--- config.mk ---
export PLATFORM = sky130hd
export DESIGN_NAME = replacement_selection_run_builder_core
export DESIGN_NICKNAME = d
export VERILOG_FILES = /design/src/sv/rsrb_pkg.sv /design/src/sv/replacement_selection_run_builder_core.sv /design/src/sv/rsrb_ctrl.sv /design/src/sv/rsrb_dp.sv
export SDC_FILE = /design/constraint.sdc
export NUM_CORES = 2
export LEC_CHECK = 0
export ABC_AREA = 1
export ABC_CLOCK_PERIOD_IN_PS = 9850
export BUFFER_PORTS_ARGS = -buffer_cell sky130_fd_sc_hd__buf_2
export CAP_MARGIN = 10
export CORE_MARGIN = 2
export CORE_UTILIZATION = 45
export DETAILED_ROUTE_END_ITERATION = 8
export PLACE_DENSITY = 0.69
export SLEW_MARGIN = 20
export SYNTH_ARGS = -nofsm -noshare
export SYNTH_HDL_FRONTEND = slang
export SYNTH_SLANG_ARGS = --single-unit
export TNS_END_PERCENT = 1
--- constraint.sdc ---
create_clock -name i_clk -period 9.85 [get_ports i_clk]
set_input_delay 1.97 -clock i_clk [delete_from_list [all_inputs] [get_ports i_clk]]
set_output_delay 1.97 -clock i_clk [all_outputs]
set_load 0.02 [all_outputs]
--- src/sv/rsrb_pkg.sv ---
package rsrb_pkg;

    localparam int MEM_RECORDS  = 16;
    localparam int KEY_BITS     = 32;
    localparam int PAYLOAD_BITS = 32;
    localparam int TAPE_W       = 5;
    localparam int IDX_W        = (MEM_RECORDS > 1) ? $clog2(MEM_RECORDS) : 1;
    localparam int OCC_W        = $clog2(MEM_RECORDS + 1);
    localparam int TREE_N       = 2 ** IDX_W;
    localparam int STEP_W       = $clog2(IDX_W + 1);

    localparam logic [TAPE_W-1:0] TAPE_COUNT_RESET = TAPE_W'(10);

    typedef logic [KEY_BITS-1:0]     t_key;
    typedef logic [PAYLOAD_BITS-1:0] t_payload;
    typedef logic [IDX_W-1:0]        t_idx;
    typedef logic [OCC_W-1:0]        t_occ;
    typedef logic [TAPE_W-1:0]       t_tape;

    // one entry of the minimum search
    typedef struct packed {
        logic v;
        t_key key;
        t_idx idx;
    } t_node;

    // commands from the controller to the datapath
    typedef struct packed {
        logic load_in;
        logic fill;
        logic tree_load;
        logic tree_step;
        logic new_run;
        logic tape_wrap;
        logic emit;
        logic last;
        logic replace;
        logic move;
        logic drain_done;
    } t_cmd;

    // status from the datapath to the controller
    typedef struct packed {
        logic full;
        logic empty;
        logic found;
        logic tape_over;
        logic out_free;
        logic last_one;
    } t_sts;

endpackage

--- src/sv/replacement_selection_run_builder_core.sv ---
// channel   dir  handshake                     content
// s_axis    in   s_axis_tvalid/s_axis_tready   record or drain request
// m_axis    out  m_axis_tvalid/m_axis_tready   record written to a run
// cfg       in   i_cfg_valid/o_cfg_ready       tape count register
//
// a record arriving while the store is not yet full is written straight into the store
// a record arriving on a full store yields its result after tree load, one
// comparator row per level of the 16-entry minimum search (4 levels), check
// and output load
// a new run adds a wrap check, the tape wrap subtractions and a second search
// a drain gives one result per search plus refill from the tail
// reset is synchronous active low; a stalled output holds its register and
// the controller waits in the emit state
module replacement_selection_run_builder_core import rsrb_pkg::*; (
    input  logic                 i_clk,
    input  logic                 i_rst_n,
    // input stream
    input  logic                 s_axis_tvalid,
    output logic                 s_axis_tready,
    input  logic [KEY_BITS+PAYLOAD_BITS-1:0] s_axis_tdata,  // key, payload
    input  logic                 s_axis_tuser,              // mode
    // output stream
    output logic                 m_axis_tvalid,
    input  logic                 m_axis_tready,
    output logic [KEY_BITS+PAYLOAD_BITS-1:0] m_axis_tdata,  // out_key, out_payload
    output logic [TAPE_W:0]      m_axis_tuser,              // tape_index, run_start
    output logic                 m_axis_tlast,              // last
    // configuration
    input  logic                 i_cfg_valid,
    output logic                 o_cfg_ready,
    input  logic [TAPE_W-1:0]    i_cfg_data                 // tape_count
);

    t_cmd     cmd;
    t_sts     sts;
    t_key     out_key;
    t_payload out_pay;
    t_tape    out_tape;
    logic     out_run_start;
    logic     in_ready;

    // register writes must only come while idle (the block does not enforce it)
    assign o_cfg_ready   = 1'b1;
    assign s_axis_tready = in_ready;

    // sequencer: fill, search, new run, emit, drain refill
    rsrb_ctrl u_ctrl (
        .i_clk      (i_clk),
        .i_rst_n    (i_rst_n),
        .i_in_valid (s_axis_tvalid),
        .o_in_ready (in_ready),
        .i_in_mode  (s_axis_tuser),
        .i_sts      (sts),
        .o_cmd      (cmd)
    );

    // record store, marks, comparator row, tape state and output register
    rsrb_dp u_dp (
        .i_clk           (i_clk),
        .i_rst_n         (i_rst_n),
        .i_cmd           (cmd),
        .o_sts           (sts),
        .i_in_key        (s_axis_tdata[KEY_BITS-1:0]),
        .i_in_payload    (s_axis_tdata[KEY_BITS+PAYLOAD_BITS-1:KEY_BITS]),
        .i_cfg_valid     (i_cfg_valid),
        .i_cfg_data      (i_cfg_data),
        .o_out_valid     (m_axis_tvalid),
        .i_out_ready     (m_axis_tready),
        .o_out_key       (out_key),
        .o_out_payload   (out_pay),
        .o_out_tape      (out_tape),
        .o_out_run_start (out_run_start),
        .o_out_last      (m_axis_tlast)
    );

    // pack the result transaction, first field in the low bits
    assign m_axis_tdata = {out_pay, out_key};
    assign m_axis_tuser = {out_run_start, out_tape};

endmodule

--- src/sv/rsrb_ctrl.sv ---
module rsrb_ctrl import rsrb_pkg::*; (
    input  logic i_clk,
    input  logic i_rst_n,
    input  logic i_in_valid,
    output logic o_in_ready,
    input  logic i_in_mode,
    input  t_sts i_sts,
    output t_cmd o_cmd
);

    typedef enum logic [6:0] {
        S_IDLE  = 7'b0000001,
        S_LOAD  = 7'b0000010,
        S_STEP  = 7'b0000100,
        S_CHECK = 7'b0001000,
        S_WRAP  = 7'b0010000,
        S_EMIT  = 7'b0100000,
        S_MOVE  = 7'b1000000
    } t_state;

    localparam logic [STEP_W-1:0] STEP_LAST = STEP_W'(IDX_W - 1);

    t_state              r_state, n_state;
    logic                r_drain, n_drain;
    logic [STEP_W-1:0]   r_step,  n_step;

    always_ff @(posedge i_clk) begin
        if (!i_rst_n) begin
            r_state <= S_IDLE;
            r_drain <= 1'b0;
            r_step  <= '0;
        end else begin
            r_state <= n_state;
            r_drain <= n_drain;
            r_step  <= n_step;
        end
    end

    always_comb begin
        n_state    = r_state;
        n_drain    = r_drain;
        n_step     = r_step;
        o_cmd      = '0;
        o_in_ready = (r_state == S_IDLE);
        case (r_state)
            S_IDLE: begin
                if (i_in_valid) begin
                    o_cmd.load_in = 1'b1;
                    if (!i_in_mode) begin
                        if (!i_sts.full) begin
                            o_cmd.fill = 1'b1;
                        end else begin
                            n_drain = 1'b0;
                            n_state = S_LOAD;
                        end
                    end else if (i_sts.empty) begin
                        o_cmd.drain_done = 1'b1;
                    end else begin
                        n_drain = 1'b1;
                        n_state = S_LOAD;
                    end
                end
            end
            S_LOAD: begin
                o_cmd.tree_load = 1'b1;
                n_step          = '0;
                n_state         = S_STEP;
            end
            S_STEP: begin
                o_cmd.tree_step = 1'b1;
                if (r_step == STEP_LAST) begin
                    n_state = S_CHECK;
                end else begin
                    n_step = r_step + STEP_W'(1);
                end
            end
            S_CHECK: begin
                if (i_sts.found) begin
                    n_state = S_EMIT;
                end else begin
                    // every entry held: open a new run and search again
                    o_cmd.new_run = 1'b1;
                    n_state       = S_WRAP;
                end
            end
            S_WRAP: begin
                if (i_sts.tape_over) begin
                    o_cmd.tape_wrap = 1'b1;
                end else begin
                    n_state = S_LOAD;
                end
            end
            S_EMIT: begin
                if (i_sts.out_free) begin
                    o_cmd.emit = 1'b1;
                    o_cmd.last = r_drain & i_sts.last_one;
                    if (r_drain) begin
                        n_state = S_MOVE;
                    end else begin
                        o_cmd.replace = 1'b1;
                        n_state       = S_IDLE;
                    end
                end
            end
            S_MOVE: begin
                o_cmd.move = 1'b1;
                if (i_sts.last_one) begin
                    o_cmd.drain_done = 1'b1;
                    n_state          = S_IDLE;
                end else begin
                    n_state = S_LOAD;
                end
            end
            default: begin
                n_state = S_IDLE;
            end
        endcase
    end

endmodule

--- src/sv/rsrb_dp.sv ---
module rsrb_dp import rsrb_pkg::*; (
    input  logic     i_clk,
    input  logic     i_rst_n,
    input  t_cmd     i_cmd,
    output t_sts     o_sts,
    input  t_key     i_in_key,
    input  t_payload i_in_payload,
    input  logic     i_cfg_valid,
    input  t_tape    i_cfg_data,
    output logic     o_out_valid,
    input  logic     i_out_ready,
    output t_key     o_out_key,
    output t_payload o_out_payload,
    output t_tape    o_out_tape,
    output logic     o_out_run_start,
    output logic     o_out_last
);

    t_key                   r_key [MEM_RECORDS];
    t_payload               r_pay [MEM_RECORDS];
    logic [MEM_RECORDS-1:0] r_mark;
    t_occ                   r_occ;
    t_tape                  r_tape;
    t_tape                  r_tape_count;
    logic                   r_run_open;
    t_key                   r_in_key;
    t_payload               r_in_pay;
    t_node                  r_node [TREE_N];
    logic                   r_out_valid;

    t_node    leaf [TREE_N];
    t_node    half [TREE_N/2];
    t_occ     occ_m1;
    t_idx     tail;
    t_idx     fill_idx;
    t_idx     rd_idx;
    t_key     rd_key;
    t_payload rd_pay;
    t_tape    tape_mod;

    assign occ_m1   = r_occ - OCC_W'(1);
    assign tail     = occ_m1[IDX_W-1:0];
    assign fill_idx = r_occ[IDX_W-1:0];
    assign rd_idx   = i_cmd.move ? tail : r_node[0].idx;
    assign rd_key   = r_key[rd_idx];
    assign rd_pay   = r_pay[rd_idx];
    assign tape_mod = (r_tape_count == '0) ? TAPE_W'(1) : r_tape_count;

    // leaves: occupied and not held for the next run
    for (genvar g = 0; g < TREE_N; g++) begin : g_leaf
        if (g < MEM_RECORDS) begin : g_used
            assign leaf[g] = '{v:   (OCC_W'(g) < r_occ) && !r_mark[g],
                               key: r_key[g],
                               idx: IDX_W'(g)};
        end else begin : g_pad
            assign leaf[g] = '{v: 1'b0, key: '0, idx: IDX_W'(g)};
        end
    end

    // one row of comparators, lower slot wins on equal keys
    always_comb begin
        for (int i = 0; i < TREE_N/2; i++) begin
            if (r_node[2*i+1].v && (!r_node[2*i].v || r_node[2*i+1].key < r_node[2*i].key)) begin
                half[i] = r_node[2*i+1];
            end else begin
                half[i] = r_node[2*i];
            end
        end
    end

    always_ff @(posedge i_clk) begin
        if (i_cmd.tree_load) begin
            r_node <= leaf;
        end else if (i_cmd.tree_step) begin
            for (int i = 0; i < TREE_N/2; i++) begin
                r_node[i] <= half[i];
            end
        end
    end

    always_ff @(posedge i_clk) begin
        if (i_cmd.load_in) begin
            r_in_key <= i_in_key;
            r_in_pay <= i_in_payload;
        end
        if (i_cmd.fill) begin
            r_key[fill_idx] <= i_in_key;
            r_pay[fill_idx] <= i_in_payload;
        end
        if (i_cmd.replace) begin
            r_key[r_node[0].idx] <= r_in_key;
            r_pay[r_node[0].idx] <= r_in_pay;
        end
        if (i_cmd.move) begin
            r_key[r_node[0].idx] <= rd_key;
            r_pay[r_node[0].idx] <= rd_pay;
        end
    end

    always_ff @(posedge i_clk) begin
        if (!i_rst_n) begin
            r_mark       <= '0;
            r_occ        <= '0;
            r_tape       <= '0;
            r_tape_count <= TAPE_COUNT_RESET;
            r_run_open   <= 1'b0;
            r_out_valid  <= 1'b0;
        end else begin
            if (i_cfg_valid) begin
                r_tape_count <= i_cfg_data;
            end
            if (i_cmd.fill) begin
                r_mark[fill_idx] <= 1'b0;
                r_occ            <= r_occ + OCC_W'(1);
            end
            if (i_cmd.new_run) begin
                r_mark     <= '0;
                r_tape     <= r_tape + TAPE_W'(1);
                r_run_open <= 1'b0;
            end
            if (i_cmd.tape_wrap) begin
                r_tape <= r_tape - tape_mod;
            end
            if (i_cmd.emit) begin
                r_run_open <= 1'b1;
            end
            if (i_cmd.replace) begin
                r_mark[r_node[0].idx] <= (r_in_key < r_node[0].key);
            end
            if (i_cmd.move) begin
                r_mark[r_node[0].idx] <= r_mark[tail];
                r_mark[tail]          <= 1'b0;
                r_occ                 <= occ_m1;
            end
            if (i_cmd.drain_done) begin
                r_tape     <= '0;
                r_run_open <= 1'b0;
            end
            if (i_cmd.emit) begin
                r_out_valid <= 1'b1;
            end else if (i_out_ready) begin
                r_out_valid <= 1'b0;
            end
        end
    end

    always_ff @(posedge i_clk) begin
        if (i_cmd.emit) begin
            o_out_key       <= r_node[0].key;
            o_out_payload   <= rd_pay;
            o_out_tape      <= r_tape;
            o_out_run_start <= !r_run_open;
            o_out_last      <= i_cmd.last;
        end
    end

    assign o_out_valid = r_out_valid;

    assign o_sts.full      = (r_occ == OCC_W'(MEM_RECORDS));
    assign o_sts.empty     = (r_occ == '0);
    assign o_sts.found     = r_node[0].v;
    assign o_sts.tape_over = (r_tape >= tape_mod);
    assign o_sts.out_free  = !r_out_valid || i_out_ready;
    assign o_sts.last_one  = (r_occ == OCC_W'(1));

    a_occ_bound: assert property (@(posedge i_clk) disable iff (!i_rst_n)
        r_occ <= OCC_W'(MEM_RECORDS))
        else $error("store occupancy above capacity");

    a_emit_found: assert property (@(posedge i_clk) disable iff (!i_rst_n)
        i_cmd.emit |-> r_node[0].v)
        else $error("result emitted without a selected entry");

    a_emit_free: assert property (@(posedge i_clk) disable iff (!i_rst_n)
        i_cmd.emit |-> (!r_out_valid || i_out_ready))
        else $error("output register overwritten");

    a_marks_clear: assert property (@(posedge i_clk) disable iff (!i_rst_n)
        i_cmd.new_run |=> (r_mark == '0))
        else $error("marks left after new run");

    a_fill_room: assert property (@(posedge i_clk) disable iff (!i_rst_n)
        i_cmd.fill |-> (r_occ < OCC_W'(MEM_RECORDS)))
        else $error("fill into full store");

endmodule
==> impl_metrics.env <==
export IMPL_dpl_hpwl_um=143900
export IMPL_totalWireLength_um=240500
export IMPL_dieHeight_um=429.4
export IMPL_number_of_gates_resized_after_cts=0
export IMPL_globalRouteMet1Util_pct=32.80
export IMPL_finish_instance_area_mm2=0.09043
export IMPL_maximum_number_of_pins_on_one_net_before_global_route_repair=204
export IMPL_gp_congestion=0.9301
export IMPL_synth_async_reset_ratio_pct=0
export IMPL_fp_dieW_um=429.4
export IMPL_drt_vias_per_instance=5.612
export IMPL_synthesis_area_per_instance_um2=10.30
export IMPL_count_of_state_elements_after_synthesis=1752
export IMPL_port_buffers=147
export IMPL_final_hold_violation_count=0
export IMPL_synth_seq_area_share_pct=63.82
export IMPL_dr_first_iter_drc_count=7343
export IMPL_post_route_period_util_pct=57.39
export IMPL_criticalPathCategory="reg -> reg"
export IMPL_detailed_place_area_mm2=0.08448
export IMPL_cts_sinks=1752
export IMPL_report_final_slew_viol_count=0
export IMPL_num_antenna_cells=0
export IMPL_cts_hold_fix_buffers=0
export IMPL_vias_in_the_first_global_route=56811
export IMPL_end_kind="register"
export IMPL_layout_area_overhead_vs_synth_pct=11.06
export IMPL_post_synth_net_total=8274
export IMPL_static_leakage_power_nw=37.26
export IMPL_route_antenna_remaining_nets=0
export IMPL_final_common_cell="sky130_fd_sc_hd__nand2_1"
export IMPL_synth_edf_count=1687
export IMPL_global_route_usage_met2_pct=41.65
export IMPL_clock_skew_ns=0.05303
export IMPL_grt_antenna_before_repair=10
export IMPL_worst_ep_required_time_ns=10.24
export IMPL_sequential_cell_area_mm2=0.05196
export IMPL_clockBufferDepth=3
export IMPL_timing_hold_worst_class="reg -> reg"
export IMPL_routed_wire_length_per_instance_um=22.98
export IMPL_detailed_route_via_count=58747
export IMPL_timing_critical_path_arrival_ns=6.04
export IMPL_grt_util_all_layers_pct=25.63
export IMPL_grt_overflow_total=0
export IMPL_die_area_mm2=0.1843
export IMPL_rows=156
export IMPL_cts_tree="built"
export IMPL_number_of_top_level_design_ports=149
export IMPL_cp_slowest_stage_delay_ns=1.06
export IMPL_drv_max_cap_violation_count=0
export IMPL_worstSkewPairLatency_ns=0.86
export IMPL_synthFlopType="sky130_fd_sc_hd__edfxtp_1"
export IMPL_worst_slew_pin_slew_ns=1.242
export IMPL_grt_first_pass_wirelength_um=353600
export IMPL_postCtsSetupBuffers=0
export IMPL_initial_utilization_pct=45.14
export IMPL_cts_htree_levels=4
export IMPL_synthesis_area_mm2=0.08142
export IMPL_mostFrequentLayoutCells="2133 x sky130_fd_sc_hd__nand2_1, 1687 x sky130_fd_sc_hd__edfxtp_1, 1186 x sky130_fd_sc_hd__inv_1"
export IMPL_multi_input_area_mm2=0.02348
export IMPL_clk_root_buffer_cell="sky130_fd_sc_hd__clkbuf_16"
export IMPL_synth_distinct_cells=50
export IMPL_timing_final_setup_violations=0
export IMPL_setup_total_negative_slack_ns=0
export IMPL_nets=8316
export IMPL_filler_cell_count=15755
export IMPL_drive_gt1_share_pct=6.866
export IMPL_power_per_cell_area_mw_per_mm2=193.5
export IMPL_grt_busiest_layer="met2"
export IMPL_postSynthCellCount=7906
export IMPL_critical_path_cell_chain="inv_1 > nand3_1 > xor2_1 > nand2_1 > o21ai_4 > buf_4 > clkinv_2 > buf_4 > nand3_1 > nand3_1 > nand2_1 > nand2_1"
export IMPL_drc_errors=0
export IMPL_grt_setup_unrepaired="false"
export IMPL_placeableCoreArea_mm2=0.1804
export IMPL_critical_path_startpoint_type="register"
export IMPL_max_freq_mhz=176.9
export IMPL_ir_worst_vdd_mv=0.1801
export IMPL_crit_path_max_fanout=41
export IMPL_slew_headroom_pct=17.02
export IMPL_dr_pass1_iters=8
export IMPL_numCtsBuffers=182
export IMPL_clkTransAtPathRegs_ns=0.06
export IMPL_run_status="complete, no violations"
export IMPL_syn_warnings=0
export IMPL_period_minus_slack_ns=5.653
export IMPL_crit_path_top_delay_cell="sky130_fd_sc_hd__clkinv_2"
export IMPL_use_met3_pct=4.842
worst max-delay path: cells and delay by family, from the launching register on:
family / cells / cell delay, ns
AOI/OAI and AO/OA: 1 / 0.10
DFF: 1 / 0.71
xor gates and xnor gates: 1 / 0.37
buffers and inverters: 4 / 2.70
and+or+nand+nor: 6 / 1.27
metrics by stage:
stage          utilization [%]  worst slack [ns]  std cells  power, mW  hold slack (ns)
6_report                 50.14             4.197      10468      17.50           0.4261
5_1_grt                  50.14             3.973      10468      18.03           0.4445
4_1_cts                  50.14             4.285      10468      17.50           0.4342
3_5_place_dp             46.84             3.754      10134      10.67           0.4317
3_3_place_gp             46.83             3.872      10133      10.61           0.4265
2_1_floorplan                -            0.7890       7906      10.01           0.4208
power breakdown:
group / switching [mW] / total (mW) / internal, mW
Sequential: 0.152 / 8.71 / 8.56
Combinational: 1.38 / 1.86 / 0.473
Clock: 2.97 / 6.93 / 3.97
state kept, by name (all words and copies together) (netlist names), 16 cells and up:
register,count
u_dp.o_out_key,32
u_dp.r_pay,512
u_dp.r_key,512
u_dp.r_in_key,32
u_dp.r_node,548
u_dp.o_out_payload,32
u_dp.r_in_pay,32
u_dp.r_mark,16
final timing paths:
check	startpoint	to	slack [ns]	cells after the start
setup / recovery	u_dp.r_occ[0]	u_dp.r_key[11][15]	4.20	12
hold / removal	u_dp.r_key[14][19]	u_dp.r_node[60]	0.43	0
setup reg to reg	u_dp.r_occ[0]	u_dp.r_key[11][15]	4.20	12
hold reg to reg	u_dp.r_key[14][19]	u_dp.r_node[60]	0.43	0
cells in the mapped netlist (2+ instances only):
cell / count / area, um2
sky130_fd_sc_hd__a21o_1: 2 / 15.01
sky130_fd_sc_hd__inv_1: 1187 / 4456
sky130_fd_sc_hd__nor4_1: 6 / 37.54
sky130_fd_sc_hd__o21a_1: 10 / 75.07
sky130_fd_sc_hd__clkinv_1: 2 / 7.510
sky130_fd_sc_hd__o41ai_1: 2 / 17.52
sky130_fd_sc_hd__edfxtp_1: 1687 / 50660
sky130_fd_sc_hd__ha_1: 292 / 3654
sky130_fd_sc_hd__o221ai_1: 3 / 26.28
sky130_fd_sc_hd__xnor2_1: 3 / 26.28
sky130_fd_sc_hd__o21ai_1: 3 / 15.01
sky130_fd_sc_hd__buf_1: 37 / 138.9
sky130_fd_sc_hd__nor2_1: 243 / 912.1
sky130_fd_sc_hd__o211ai_1: 313 / 2350
sky130_fd_sc_hd__a22o_1: 33 / 289.0
sky130_fd_sc_hd__or2_1: 3 / 18.77
sky130_fd_sc_hd__dfxtp_1: 65 / 1301
sky130_fd_sc_hd__nand2_2: 2 / 12.51
sky130_fd_sc_hd__nand2_1: 2135 / 8014
sky130_fd_sc_hd__o22ai_1: 4 / 25.02
sky130_fd_sc_hd__a211oi_1: 2 / 15.01
sky130_fd_sc_hd__or2_2: 21 / 131.4
sky130_fd_sc_hd__nor3_1: 31 / 155.2
sky130_fd_sc_hd__nor4_4: 2 / 42.54
sky130_fd_sc_hd__o31ai_1: 7 / 52.55
sky130_fd_sc_hd__clkbuf_1: 168 / 630.6
sky130_fd_sc_hd__buf_2: 176 / 880.8
sky130_fd_sc_hd__nand3b_1: 2 / 15.01
sky130_fd_sc_hd__a21oi_1: 196 / 980.9
sky130_fd_sc_hd__a22oi_1: 2 / 15.01
sky130_fd_sc_hd__nand4_1: 17 / 106.4
sky130_fd_sc_hd__a31oi_1: 7 / 43.79
sky130_fd_sc_hd__buf_4: 5 / 37.54
sky130_fd_sc_hd__o21ai_0: 116 / 580.6
sky130_fd_sc_hd__xor2_1: 4 / 35.03
sky130_fd_sc_hd__nand3_1: 1098 / 5495
sky130_fd_sc_hd__inv_2: 7 / 26.28
logic make-up (layout without fill, tap and decap cells):
logic type | Yosys count | in the layout | synth area share (%)
flops | 1752 | 1752 | 63.82
xor+xnor | 7 | 7 | 0.07530
other cells | 1 | 1 | 0.004606
buf+inv | 1582 | 1774 | 7.587
compound gates | 705 | 705 | 5.585
simple gates | 3566 | 3566 | 18.42
fa+ha+maj | 293 | 293 | 4.512
routing by layer:
metal  up-vias  share of wire, %
li1      26805                 -
met5         -             0.014
met4         6               5.4
met3       667               9.8
met1     28067                38
met2      3202                47
layout make-up:
cell class	instances	area share, %
clock buffer	233	5.409
clock inverter	101	1.162
inverter	1196	4.991
multi-input combinational	4572	25.96
sequential	1752	57.46
tap	2370	3.279
timing repair buffer	244	1.734
Power figures use the tool's default switching activity.
